==> src/rtl/core/radar_measurement_jacobian_unit_assert.svh <==
// Assertion macros for the radar measurement Jacobian unit
`ifndef RADAR_MEASUREMENT_JACOBIAN_UNIT_ASSERT_SVH
`define RADAR_MEASUREMENT_JACOBIAN_UNIT_ASSERT_SVH

// same-cycle implication
`define RMJ_ASSERT_IMPLIES(lbl, clk, rst, ante, cons, msg) \
  lbl: assert property (@(posedge clk) disable iff (rst) (ante) |-> (cons)) else $error(msg);

// next-cycle implication
`define RMJ_ASSERT_NEXT(lbl, clk, rst, ante, cons, msg) \
  lbl: assert property (@(posedge clk) disable iff (rst) (ante) |=> (cons)) else $error(msg);

`endif

==> src/rtl/core/rmj_pkg.sv <==
// Shared constants and cell payload types for the radar measurement Jacobian unit
package rmj_pkg;

  localparam int FRAC_BITS_DEF = 16;
  localparam logic [63:0] THRESH_RESET = 64'd430;
  localparam int NUM_LANES = 6;
  localparam int ROOT_W = 32;

  typedef struct packed {
    logic [63:0] x;
    logic [31:0] root;
    logic [31:0] apx;
    logic [31:0] apy;
    logic        negx;
    logic        negy;
    logic [63:0] rho2;
    logic [63:0] cmag;
    logic        cneg;
    logic        tc;
  } sq_word_t;

  typedef struct packed {
    logic [127:0] rem;
    logic [95:0]  den;
    logic [31:0]  quo;
    logic         over;
    logic         neg;
  } div_lane_t;

  typedef struct packed {
    div_lane_t [NUM_LANES-1:0] lane;
    logic                      tc;
  } div_word_t;

endpackage

==> src/rtl/core/rmj_sqrt_cell.sv <==
// One root-bit cell of the square root chain
module rmj_sqrt_cell #(
  parameter int K = 0
) (
  input  logic               clk,
  input  logic               rst,
  input  logic               en,
  input  logic               in_v,
  input  rmj_pkg::sq_word_t  in_d,
  output logic               out_v,
  output rmj_pkg::sq_word_t  out_d
);

  logic [64:0] trial;
  logic        ge;
  rmj_pkg::sq_word_t nxt;

  always_comb begin
    trial = ({33'b0, in_d.root} << (K + 1)) + (65'd1 << (2 * K));
    ge = {1'b0, in_d.x} >= trial;
    nxt = in_d;
    if (ge) begin
      nxt.x = in_d.x - trial[63:0];
      nxt.root = in_d.root | (32'd1 << K);
    end
  end

  always_ff @(posedge clk) begin
    if (rst) begin
      out_v <= 1'b0;
    end else if (en) begin
      out_v <= in_v;
    end
  end

  always_ff @(posedge clk) begin
    if (en) begin
      out_d <= nxt;
    end
  end

endmodule

==> config.mk <==
export PLATFORM = sky130hd
export DESIGN_NAME = rmj_sqrt_cell
export DESIGN_NICKNAME = d
export VERILOG_FILES = /design/src/rtl/core/radar_measurement_jacobian_unit_assert.svh /design/src/rtl/core/rmj_pkg.sv /design/src/rtl/core/rmj_sqrt_cell.sv
export SDC_FILE = /design/constraint.sdc
export NUM_CORES = 1
export LEC_CHECK = 0
export BUFFER_PORTS_ARGS = -buffer_cell sky130_fd_sc_hd__clkbuf_2
export CAP_MARGIN = 30
export CORE_AREA = 2 2 227 229
export DETAILED_ROUTE_END_ITERATION = 6
export DIE_AREA = 0 0 229 231
export GPL_ROUTABILITY_DRIVEN = 0
export PLACE_DENSITY_LB_ADDON = 0.12
export SLEW_MARGIN = 20
export SYNTH_ARGS = -nofsm -noshare
export SYNTH_HDL_FRONTEND = slang
export SYNTH_SLANG_ARGS = --single-unit
==> constraint.sdc <==
create_clock -name clk -period 4.7 [get_ports clk]
set_input_delay 1.41 -clock clk [delete_from_list [all_inputs] [get_ports clk]]
set_output_delay 1.41 -clock clk [all_outputs]
set_load 0.01 [all_outputs]
==> results of run 1 <==
==> through the flow <==
step	total power [mW]	util (%)
final	7.014	33.73
after global routing	7.330	33.72
after floorplan	3.693	-
after detailed placement	4.293	31.37
after global placement	4.295	31.37
after CTS	7.159	33.71
==> critical path: cells and delay by family <==
family	cells	cell delay, ps
AOI/OAI and AO/OA	6	1800
xor gates and xnor gates	1	140
adders and majority gates	1	490
buffers and inverters	2	160
and+or+nand+nor	1	130
==> sequential cells by signal (all words and copies together) (netlist names) <==
| register | flops |
|---|---|
| out_d | 292 |
| out_v | 1 |
==> logic make-up (layout without fill, tap and decap cells) <==
group / count (synthesis) / after routing / synth area share, %
AOI/OAI and AO/OA: 149 / 149 / 8.167
xor gates and xnor gates: 60 / 60 / 4.364
adders and majority gates: 34 / 34 / 3.595
buffers and inverters: 59 / 709 / 2.057
DFF: 293 / 293 / 72.98
muxes: 5 / 5 / 0.4572
other: 0 / 3 / 0
and+or+nand+nor: 192 / 192 / 8.375
==> placed cells by master (no fill, tap or decap), types with 5 or more instances in the layout <==
cell type    n
clkinv_1     9
nor3_1       8
nor2_1      65
o21a_1       8
o211ai_1     6
nor4_1       7
nand3_1     13
nand2_1     34
and3_1       6
o21bai_1     5
a31oi_1     11
clkbuf_2   587
o21ai_0     18
nand4_1     13
edfxtp_1   292
ha_1        33
clkinv_2     7
buf_4       18
inv_1       34
or3_1       11
a21o_1      12
xnor2_1     42
nor2b_1      5
a21oi_1     59
xor2_1      18
clkbuf_16   37
==> worst paths after layout <==
path | endpoint | cells after the start | slack, ps
hold / removal | out_v | 2 | 510
hold reg to reg | out_v | 2 | 510
setup / recovery | out_d[272] | 11 | 840
setup reg to reg | out_v | 2 | 4110
==> routing by layer <==
| metal | GRT usage (%) | wire length, um | vias to the layer above |
|---|---|---|---|
| met5 | 0 | 102 | - |
| li1 | - | - | 4261 |
| met4 | 5.601 | 1377 | 14 |
| met1 | 17.55 | 16470 | 4326 |
| met2 | 30.80 | 24090 | 343 |
| met3 | 6.695 | 4018 | 73 |
==> power by group <==
part	internal [mW]	total (mW)	leakage [nW]	switching, mW
Clock	1.67	2.80	0.576	1.13
Sequential	3.15	3.21	2.87	0.0650
Combinational	0.405	0.998	3.88	0.594
Total	5.22	7.01	7.33	1.79
==> area by class of cell <==
class	count	area, um2	area share [%]
diodes	3	7.507	0.04392
clock buffers	40	937.1	5.483
clock inverters	27	246.5	1.442
inverters	34	127.6	0.7467
multi-input cells	440	3005	17.58
flip-flops and latches	293	8788	51.42
well taps	680	850.8	4.978
repair buffers	608	3128	18.30
==> summary.md, run 1 <==
| Metric | Value |
|---|---|
| Worst path slowest cell | `fa_1` |
| Root Buffer | `clkbuf_16` |
| Number of setup violations in the final report | `0` |
| Synth warnings | `0` |
| Overflow left after global routing | `0` |
| CP Data Required Time | `roughly 5000 ps` |
| Standard-cell row count | `83` |
| Synth top cells by count | `edfxtp_1 (292), nor2_1 (65), a21oi_1 (59), xnor2_1 (42)` |
| Number of instances in the synthesized netlist | `approximately 790` |
| Launch point of the worst reg-to-reg path | `out_v` |
| Leak Pwr | `roughly 7.3 nW` |
| Slew at the pin closest to its max-slew limit | `~740 ps` |
| Clock sink total | `around 300` |
| Placed insts | `a little over 2000` |
| Average vias per placed instance | `~4.2` |
| Clock-pin slew on the worst setup and hold paths | `~60 ps` |
| Count of input and output buffers | `approximately 590` |
| Initial Utilization | `23.76%` |
| Relative area change from synthesis to final layout | `41.94%` |
| Post-synth top area cell | `edfxtp_1` |
| Via count of the first global-routing pass | `slightly above 9000` |
| Setup WS post-layout | `between 800 and 900 ps` |
| Average wire per cell in the routed design | `~22 um` |
| Average cell area after synthesis | `15.20 um2` |
| CTS tree | `yes` |
| Count of flip-flops with a built-in enable after synthesis | `292` |
| Cell types occupying the most area after synthesis | `edfxtp_1 (73%), ha_1 (3.4%), xnor2_1 (3.1%), a21oi_1 (2.5%), nor2_1 (2.0%)` |
| Number of I/O pins | `589` |
| Total negative slack for setup checks | `0 ps` |
| Floorplan die height | `roughly 230 um` |
| Sort of element at the start of the critical path | `input port` |
| DP Area | `between 0.015 and 0.02 mm2` |
| Count of TritonRoute iterations in the first routing pass | `4` |
| Setup repair after global routing missed its margin | `no` |
| Number of max-slew violations in the final report | `0` |
| Die area | `approximately 0.053 mm2` |
| Remaining design rule violation count | `0` |
| Maximum operating frequency | `~260 MHz` |
| Most frequently used flop master after synthesis | `edfxtp_1` |
| Post-detailed-placement half-perimeter wirelength | `~37000 um` |
| Final clock skew | `0 ps` |
| Bufs on Longest Clock Path | `3` |
| Flip-flop and latch count after synthesis | `between 200 and 300` |
| Data arrival time at the worst-slack endpoint | `~4100 ps` |
| Worst setup path startpoint | `in_d[196]` |
| Final number of hold-violating endpoints | `0` |
| Total core area | `just over 0.05 mm2` |
| Final wirelength | `between 40000 and 50000 um` |
| Post-Syn Nets | `1122` |
| Post-Place Worst Slack | `238.0 ps` |
| Minimum hold slack | `507.6 ps` |
| Depth of the CTS H-tree | `2` |
| Layout filler cell count | `between 5000 and 6000` |
| Share of synthesized registers carrying an async set or reset | `0%` |
| Pin count of the biggest net entering global routing | `about 80` |
| Routed via count | `between 9000 and 10000` |
| DRC marker count from the first detailed-route iteration | `about 450` |
| Non-filler instance count after layout | `around 2100` |
| Power per cell area | `410.4 mW/mm2` |
| Worst-path maximum fanout | `6` |
| Fraction of layout instances using a drive strength above 1 | `47.57%` |
| Worst skew pair latency | `roughly 530 ps` |
| Antenna violations before repair | `10` |
| Delay of the slowest critical-path stage | `around 500 ps` |
| Outcome | `finished clean` |
| Min-delay src | `out_v` |
| Peak supply drop | `about 0.00018 V` |
| Final period util | `between 80% and 90%` |
| Portion of synthesized cell area occupied by the leading cell type | `between 70 and 80%` |
| Distinct cell type count of the synthesized netlist | `69` |
| Fraction of the yosys area taken by sequential cells | `between 70 and 80%` |
| Number of buffers added by the clock tree synthesis step | `37` |
| Number of resized instances in the post-cts repair step | `0` |
| Max-cap viol count | `0` |
| First-pass GRT wire length | `~65000 um` |
| Synth Cell Area | `between 0.01 and 0.015 mm2` |
| Net total in the final layout | `1744` |
| Category of the worst setup path capture point | `flop` |
| Final ANT Viol Nets | `0` |
| Overall die width | `between 200 and 250 um` |
| Hold bufs inserted after CTS | `0` |
| Final standard cell area without fillers | `between 0.015 and 0.02 mm2` |
| List of cells traversed by the critical path | `clkbuf_2, inv_1, fa_1, a211oi_1, o21ai_1, a211o_1, a211oi_2, o21ai_2, a211oi_4, nand2_1, xnor2_1` |
| Relative max-transition margin | `50.98%` |
| Count leader, synth | `edfxtp_1` |
| Shortest clock period the worst path allows after layout | `3860 ps` |
| Total GRT Usage | `about 17%` |
| Setup repair bufs after CTS | `0` |
| Critical path type | `input port to flop` |
| Class of the tightest hold or removal check | `flop to flop` |
Note: power is estimated with default switching activity, not from simulation.
==> inputs of run 2 (changes only) <==
==> constraint.sdc (replaced) <==
create_clock -name clk -period 3.8 [get_ports clk]
set_input_delay 1.14 -clock clk [delete_from_list [all_inputs] [get_ports clk]]
set_output_delay 1.14 -clock clk [all_outputs]
set_load 0.01 [all_outputs]
==> run 2 against run 1 <==
  * Critical path depth is the same
  * Worst setup slack worse by 420 ps
  * Routed wire length rose by 1.5%
  * Clock power grew 21%
  * Hold slack got worse by 5.1 ps
  * Via count increased by 3.7%
  * Register-to-register slack lost 890 ps
  * Non-clock buffer count rose by 105
  * Total power increased by 24%
  * Combinational power grew 35%
  * Sequential power is 24% higher
  * First-iteration DRC count is 5.1% lower
  * Critical endpoint is now out_d[285]
==> summary.md, run 2 (synthesized netlist as in run 1, its figures left out) <==
| Metric | Value |
|---|---|
| Class of the tightest hold or removal check | `flop to flop (unchanged)` |
| Switching power as a share of total power | `25.81% (was 25.56%)` |
| Fraction of power consumed by combinational cells | `15.5% (was 14.2%)` |
| Number of buffers added by the clock tree synthesis step | `37 (unchanged)` |
| DRC marker count from the first detailed-route iteration | `430 (was 453)` |
| Power share of the sequential group | `45.7% (was 45.8%)` |
| R2r worst-path depth | `2 (unchanged)` |
| Clock sink total | `293 (unchanged)` |
| Biggest regs | `out_d (292), out_v (1) (unchanged)` |
| Relative max-transition margin | `64.77% (was 50.98%)` |
| Number of max-slew violations in the final report | `0 (unchanged)` |
| Max-cap viol count | `0 (unchanged)` |
| Count of input and output buffers | `588 (unchanged)` |
| Largest register FFs | `292 (unchanged)` |
| Final period util | `between 80 and 90%` |
| Net total in the final layout | `1849 (was 1744)` |
| Peak supply drop | `0.0002343 V (was 0.0001844 V)` |
| Minimum hold slack | `502.5 ps (was 507.6 ps)` |
| Worst setup endpoint | `out_d[285] (was out_d[272])` |
| Register-to-register setup slack | `3220 ps (was 4110 ps)` |
| Clock group share of total power | `38.9% (was 39.9%)` |
| Final wirelength | `46760 um (was 46070 um)` |
| Worst setup path startpoint | `in_d[206] (was in_d[196])` |
| Antenna violations before repair | `12 (was 10)` |
| Sort of element at the start of the critical path | `input port (unchanged)` |
| Slew at the pin closest to its max-slew limit | `528.5 ps (was 735.3 ps)` |
| Via count of the first global-routing pass | `9707 (was 9218)` |
| Overflow left after global routing | `0 (unchanged)` |
| Final ANT Viol Nets | `0 (unchanged)` |
| Endpoint of the lowest-slack register-to-register path | `out_v (unchanged)` |
| Average wire per cell in the routed design | `21.00 um (was 21.68 um)` |
| Hold bufs inserted after CTS | `0 (unchanged)` |
| Worst skew pair latency | `540 ps (was 530 ps)` |
| Remaining design rule violation count | `0 (unchanged)` |
| Initial Utilization | `23.76% (unchanged)` |
| List of cells traversed by the critical path | `clkbuf_2, inv_1, ha_1, a21o_1, a31o_2, a221oi_1, nand3b_1, o21a_1, a21oi_4, nand4_1, xnor2_1 (was clkbuf_2, inv_1, fa_1, a211oi_1, o21ai_1, a211o_1, a211oi_2, o21ai_2, a211oi_4, nand2_1, xnor2_1)` |
| Worst path slowest cell | `a21oi_4 (was fa_1)` |
| Total core area | `0.05068 mm2 (unchanged)` |
| Overall die width | `229 um (unchanged)` |
| Fraction of layout instances using a drive strength above 1 | `50.97% (was 47.57%)` |
| Outcome | `finished clean (unchanged)` |
| Switching power | `2.248 mW (was 1.793 mW)` |
| CTS tree | `yes (unchanged)` |
| Pin count of the biggest net entering global routing | `75 (was 82)` |
| Number of I/O pins | `589 (unchanged)` |
| CP Data Required Time | `4070 ps (was 4980 ps)` |
| Setup repair after global routing missed its margin | `no (unchanged)` |
| Total negative slack for setup checks | `0 ps (unchanged)` |
| Final number of hold-violating endpoints | `0 (unchanged)` |
| Delay of the slowest critical-path stage | `410 ps (was 490 ps)` |
| Relative area change from synthesis to final layout | `48.42% (was 41.94%)` |
| Shortest clock period the worst path allows after layout | `about 3400 ps` |
| Post-detailed-placement half-perimeter wirelength | `38020 um (was 37400 um)` |
| Largest register by flop count | `out_d (unchanged)` |
| Data arrival time at the worst-slack endpoint | `3650 ps (was 4140 ps)` |
| Core Util, Final | `35.27% (was 33.73%)` |
| Leading cell type in the layout, fill and taps excluded | `clkbuf_2 (unchanged)` |
| Critical path type | `input port to flop (unchanged)` |
| Clock-pin slew on the worst setup and hold paths | `60 ps (about the same)` |
| Layout filler cell count | `5196 (was 5221)` |
| Final clock skew | `0 ps (unchanged)` |
| Category of the worst setup path capture point | `flop (unchanged)` |
| Most frequent cells in the layout | `clkbuf_2 (587), edfxtp_1 (292), buf_4 (121), nor2_1 (65), a21oi_1 (59) (was clkbuf_2 (587), edfxtp_1 (292), nor2_1 (65), a21oi_1 (59), xnor2_1 (42))` |
| Setup repair bufs after CTS | `0 (unchanged)` |
| Routed via count | `9349 (was 9017)` |
| Total internal power | `6.462 mW (was 5.221 mW)` |
| Depth of the CTS H-tree | `2 (unchanged)` |
| Count of TritonRoute iterations in the first routing pass | `4 (unchanged)` |
| Floorplan die height | `231 um (unchanged)` |
| Standard-cell row count | `83 (unchanged)` |
| First-pass GRT wire length | `65690 um (was 64720 um)` |
| Root Buffer | `clkbuf_16 (unchanged)` |
| Number of resized instances in the post-cts repair step | `0 (unchanged)` |
| Bufs on Longest Clock Path | `3 (unchanged)` |
| Worst-path maximum fanout | `13 (was 6)` |
| Number of setup violations in the final report | `0 (unchanged)` |
| Maximum operating frequency | `between 200 and 300 MHz` |
| Launch point of the worst reg-to-reg path | `out_v (unchanged)` |
| Average vias per placed instance | `4.198 (was 4.243)` |
| Total GRT Usage | `17.05% (was 16.85%)` |
| Power per cell area | `487.4 mW/mm2 (was 410.4 mW/mm2)` |
| Leak Pwr | `7.831 nW (was 7.326 nW)` |
| Die area | `0.05290 mm2 (unchanged)` |
==> run 2: changes by cell type in the layout (fill, tap and decap cells not counted), sizes merged <==
cell / before / now
clkinv: 17 / 18
bufinv: 4 / 2
buf: 21 / 126
clkbuf: 627 / 631
clkinvlp: 3 / 1
inv: 37 / 35
diode: 3 / 1
==> run 2: how the worst min path moves through the flow <==
stage / depth (start not counted) / start / slack, ps / endpoint
floorplan: 2 / out_v / 530 / out_v
finish: 2 / out_v / 500 / out_v
global route: 2 / out_v / 570 / out_v
global placement: 2 / out_v / 480 / out_v
detailed placement: 2 / out_v / 500 / out_v
CTS: 2 / out_v / 510 / out_v
==> run 2: stage by stage <==
stage	power [mW]	instance area, um2	worst slack, ps	instances
3_5_place_dp	5.419	16710	-103.8	2160
2_1_floorplan	4.567	12040	38.44	792
5_1_grt	9.106	17870	268.3	2226
6_report	8.710	17870	418.4	2227
4_1_cts	8.880	17870	472.7	2226
3_3_place_gp	5.422	16710	-97.56	2160
==> run 2: worst max-delay path, delay by kind of cell <==
family	cells	cell delay, ps
AO/OA/AOI/OAI	5	1490
adder cells (fa/ha/maj)	1	350
AND/OR/NAND/NOR	2	340
XOR/XNOR	1	180
buffers and inverters	2	130
==> run 2: per-layer routing <==
layer  up-vias  global-route usage (%)  wire [um]
met5         -                       0        157
met4        22                   4.160        971
met3        70                   6.658       3833
met2       327                   31.81      24780
met1      4465                   17.87      17020
li1       4465                       -          -
==> run 2: power groups by stage <==
stage          Sequential [mW]  Combinational [mW]  Clock (mW)
3_5_place_dp              4.04                1.38           0
6_report                  3.98                1.35        3.39
2_1_floorplan             4.20               0.371           0
4_1_cts                   3.98                1.38        3.52
3_3_place_gp              4.04                1.38           0
5_1_grt                   4.00                1.47        3.63
==> run 2: area by class of cell <==
type	count	area, um2	area share [%]
clock inverter	22	182.7	1.022
antenna	1	2.502	0.01400
tap	680	850.8	4.761
timing repair buffer	713	3941	22.05
inverter	34	127.6	0.7141
clock buffer	44	973.4	5.447
sequential	293	8788	49.17
multi-input combinational	440	3005	16.82
==> inputs of run 3 (changes only) <==
--- a/config.mk
+++ b/config.mk
@@ -7,9 +7,10 @@
 export LEC_CHECK = 0
 export BUFFER_PORTS_ARGS = -buffer_cell sky130_fd_sc_hd__clkbuf_2
 export CAP_MARGIN = 30
-export CORE_AREA = 2 2 227 229
+export CORE_AREA = 2 2 229 231
+export CTS_BUF_LIST = sky130_fd_sc_hd__clkbuf_8
 export DETAILED_ROUTE_END_ITERATION = 6
-export DIE_AREA = 0 0 229 231
+export DIE_AREA = 0 0 231 233
 export GPL_ROUTABILITY_DRIVEN = 0
 export PLACE_DENSITY_LB_ADDON = 0.12
 export SLEW_MARGIN = 20
==> run 3 against run 2 <==
  * Clock skew is the same
  * Sequential cell count is the same
  * Clock power shrank 12%
  * Combinational power is essentially flat
  * Worst setup slack gained 99 ps
  * Utilization shrank 0.63 points
  * Critical endpoint is now out_d[286]
==> summary.md, run 3 (synthesized netlist as in run 1, its figures left out) <==
| Metric | Value |
|---|---|
| Setup repair after global routing missed its margin | `no (unchanged)` |
| Average vias per placed instance | `4.215 (was 4.198)` |
| Data arrival time at the worst-slack endpoint | `3640 ps (was 3650 ps)` |
| CP Data Required Time | `4160 ps (was 4070 ps)` |
| Number of resized instances in the post-cts repair step | `0 (unchanged)` |
| Largest register FFs | `292 (unchanged)` |
| Relative area change from synthesis to final layout | `46.97% (was 48.42%)` |
| Root Buffer | `clkbuf_8 (was clkbuf_16)` |
| Sort of element at the start of the critical path | `input port (unchanged)` |
| Overflow left after global routing | `0 (unchanged)` |
| Outcome | `finished clean (unchanged)` |
| Initial Utilization | `23.57% (was 23.76%)` |
| Leak Pwr | `7.779 nW (was 7.831 nW)` |
| Final wirelength | `48090 um (was 46760 um)` |
| Final number of hold-violating endpoints | `0 (unchanged)` |
| Final period util | `86.37% (was 88.99%)` |
| Average wire per cell in the routed design | `21.37 um (was 21.00 um)` |
| Biggest regs | `out_d (292), out_v (1) (unchanged)` |
| Remaining design rule violation count | `0 (unchanged)` |
| Floorplan die height | `233 um (was 231 um)` |
| Sum of met2 wire segment lengths after detailed routing | `25680 um (was 24780 um)` |
| DRC marker count from the first detailed-route iteration | `416 (was 430)` |
| Largest register by flop count | `out_d (unchanged)` |
| Class of the tightest hold or removal check | `flop to flop (unchanged)` |
| Placed insts | `2143 (was 2160)` |
| Category of the worst setup path capture point | `flop (unchanged)` |
| Number of I/O pins | `589 (unchanged)` |
| Pin count of the biggest net entering global routing | `59 (was 75)` |
| Critical path type | `input port to flop (unchanged)` |
| Register-to-register setup slack | `3220 ps (about the same)` |
| Worst path slowest cell | `fa_1 (was a21oi_4)` |
| Bufs on Longest Clock Path | `3 (unchanged)` |
| Net total in the final layout | `1851 (was 1849)` |
| Slew at the pin closest to its max-slew limit | `526.7 ps (was 528.5 ps)` |
| Non-filler instance count after layout | `2250 (was 2227)` |
| Final clock skew | `0 ps (unchanged)` |
| Count of TritonRoute iterations in the first routing pass | `6 (was 4)` |
| Final ANT Viol Nets | `0 (unchanged)` |
| Overall power after layout | `8.282 mW (was 8.710 mW)` |
| Endpoint of the lowest-slack register-to-register path | `out_v (unchanged)` |
| Die area | `0.05382 mm2 (was 0.05290 mm2)` |
| Worst skew pair latency | `610 ps (was 540 ps)` |
| Clock sink total | `293 (unchanged)` |
| Relative max-transition margin | `64.89% (was 64.77%)` |
| Worst setup endpoint | `out_d[286] (was out_d[285])` |
| Routed via count | `9483 (was 9349)` |
| Depth of the CTS H-tree | `2 (unchanged)` |
| R2r worst-path depth | `2 (unchanged)` |
| Most frequent cells in the layout | `clkbuf_2 (587), edfxtp_1 (292), buf_4 (100), nor2_1 (65), a21oi_1 (59) (was clkbuf_2 (587), edfxtp_1 (292), buf_4 (121), nor2_1 (65), a21oi_1 (59))` |
| Number of setup violations in the final report | `0 (unchanged)` |
| Standard-cell row count | `83 (unchanged)` |
| Number of max-slew violations in the final report | `0 (unchanged)` |
| Worst setup path startpoint | `in_d[196] (was in_d[206])` |
| First-pass GRT wire length | `65830 um (was 65690 um)` |
| Total core area | `0.05109 mm2 (was 0.05068 mm2)` |
| Fraction of layout instances using a drive strength above 1 | `50.42% (was 50.97%)` |
| Overall die width | `231 um (was 229 um)` |
| Power per cell area | `468.0 mW/mm2 (was 487.4 mW/mm2)` |
| Setup repair bufs after CTS | `0 (unchanged)` |
| Maximum operating frequency | `304.7 MHz (was 295.7 MHz)` |
| List of cells traversed by the critical path | `clkbuf_2, inv_1, fa_1, a211oi_1, buf_4, o21ai_1, a211o_1, a211oi_2, o21ai_2, a211oi_4, buf_12, nand3_2, xnor2_1 (was clkbuf_2, inv_1, ha_1, a21o_1, a31o_2, a221oi_1, nand3b_1, o21a_1, a21oi_4, nand4_1, xnor2_1)` |
| Peak supply drop | `0.0001877 V (was 0.0002343 V)` |
| Shortest clock period the worst path allows after layout | `3282 ps (was 3382 ps)` |
| Antenna violations before repair | `17 (was 12)` |
| Max-cap viol count | `0 (unchanged)` |
| Highest routed metal layer | `met5 (unchanged)` |
| Leading cell type in the layout, fill and taps excluded | `clkbuf_2 (unchanged)` |
| Hold bufs inserted after CTS | `0 (unchanged)` |
| Launch point of the worst reg-to-reg path | `out_v (unchanged)` |
| Wire length on met1 | `16770 um (was 17020 um)` |
| Total GRT Usage | `17.02% (was 17.05%)` |
| Via count of the first global-routing pass | `9578 (was 9707)` |
| Number of buffers added by the clock tree synthesis step | `56 (was 37)` |
| Clock-pin slew on the worst setup and hold paths | `60 ps (about the same)` |
| Count of input and output buffers | `588 (unchanged)` |
| CTS tree | `yes (unchanged)` |
| Post-detailed-placement half-perimeter wirelength | `39050 um (was 38020 um)` |
| Worst-path maximum fanout | `6 (was 13)` |
| WL met3 | `4499 um (was 3833 um)` |
| Delay of the slowest critical-path stage | `480 ps (was 410 ps)` |
## run 3: cell count changes in the layout (fill, tap and decap cells not counted), sizes merged, moves of 6 or more
cell,delta
buf,-17
clkbuf,+12
inv,+12
clkinv,+8
diode,+6
## run 3: layer usage
metal	up-vias	GRT usage, %
li1	4494	-
met4	20	4.476
met2	368	31.88
met1	4517	16.96
met3	84	7.623
met5	-	0
## run 3: how the worst min path moves through the flow
| stage | start | to | slack, ps | cells past startpoint |
|---|---|---|---|---|
| after floorplan | out_v | out_v | 530 | 2 |
| after global placement | out_v | out_v | 480 | 2 |
| after detailed placement | out_v | out_v | 490 | 2 |
| after CTS | out_v | out_v | 510 | 2 |
| after global routing | out_v | out_v | 560 | 2 |
| final | out_v | out_v | 500 | 2 |
## run 3: area by class of cell
cell class	count	area (um2)
clock inverter	44	272.8
fill	5217	33400
clock buffer	56	770.7
timing repair buffer	696	3864
multi-input combinational	440	3005
tap	680	850.8
antenna	7	17.52
inverter	34	127.6
sequential	293	8788
## run 3: worst max-delay path, delay by kind of cell
kind	cells	cell delay (ps)
adders and majority gates	1	480
buffers and inverters	4	440
xor gates and xnor gates	1	150
and+or+nand+nor	1	80
AOI/OAI and AO/OA	6	1360
## run 3: stage by stage
stage / area (um2) / setup TNS, ps / hold WS, ps / setup WS [ps] / util [%]
6_report: 17700 / 0 / 498.2 / 517.8 / 34.64
4_1_cts: 17680 / 0 / 505.2 / 544.8 / 34.60
3_5_place_dp: 16640 / -1145 / 492.0 / -141.3 / 32.56
5_1_grt: 17680 / 0 / 562.6 / 349.5 / 34.61
2_1_floorplan: 12040 / 0 / 527.9 / 38.44 / -
3_3_place_gp: 16640 / -474.4 / 480.3 / -81.84 / 32.56
## run 3: report_power, final
| part | switching [mW] | internal, mW |
|---|---|---|
| clock | 1.39 | 1.57 |
| combinational | 0.759 | 0.578 |
| sequential | 0.0822 | 3.90 |
| total | 2.24 | 6.05 |
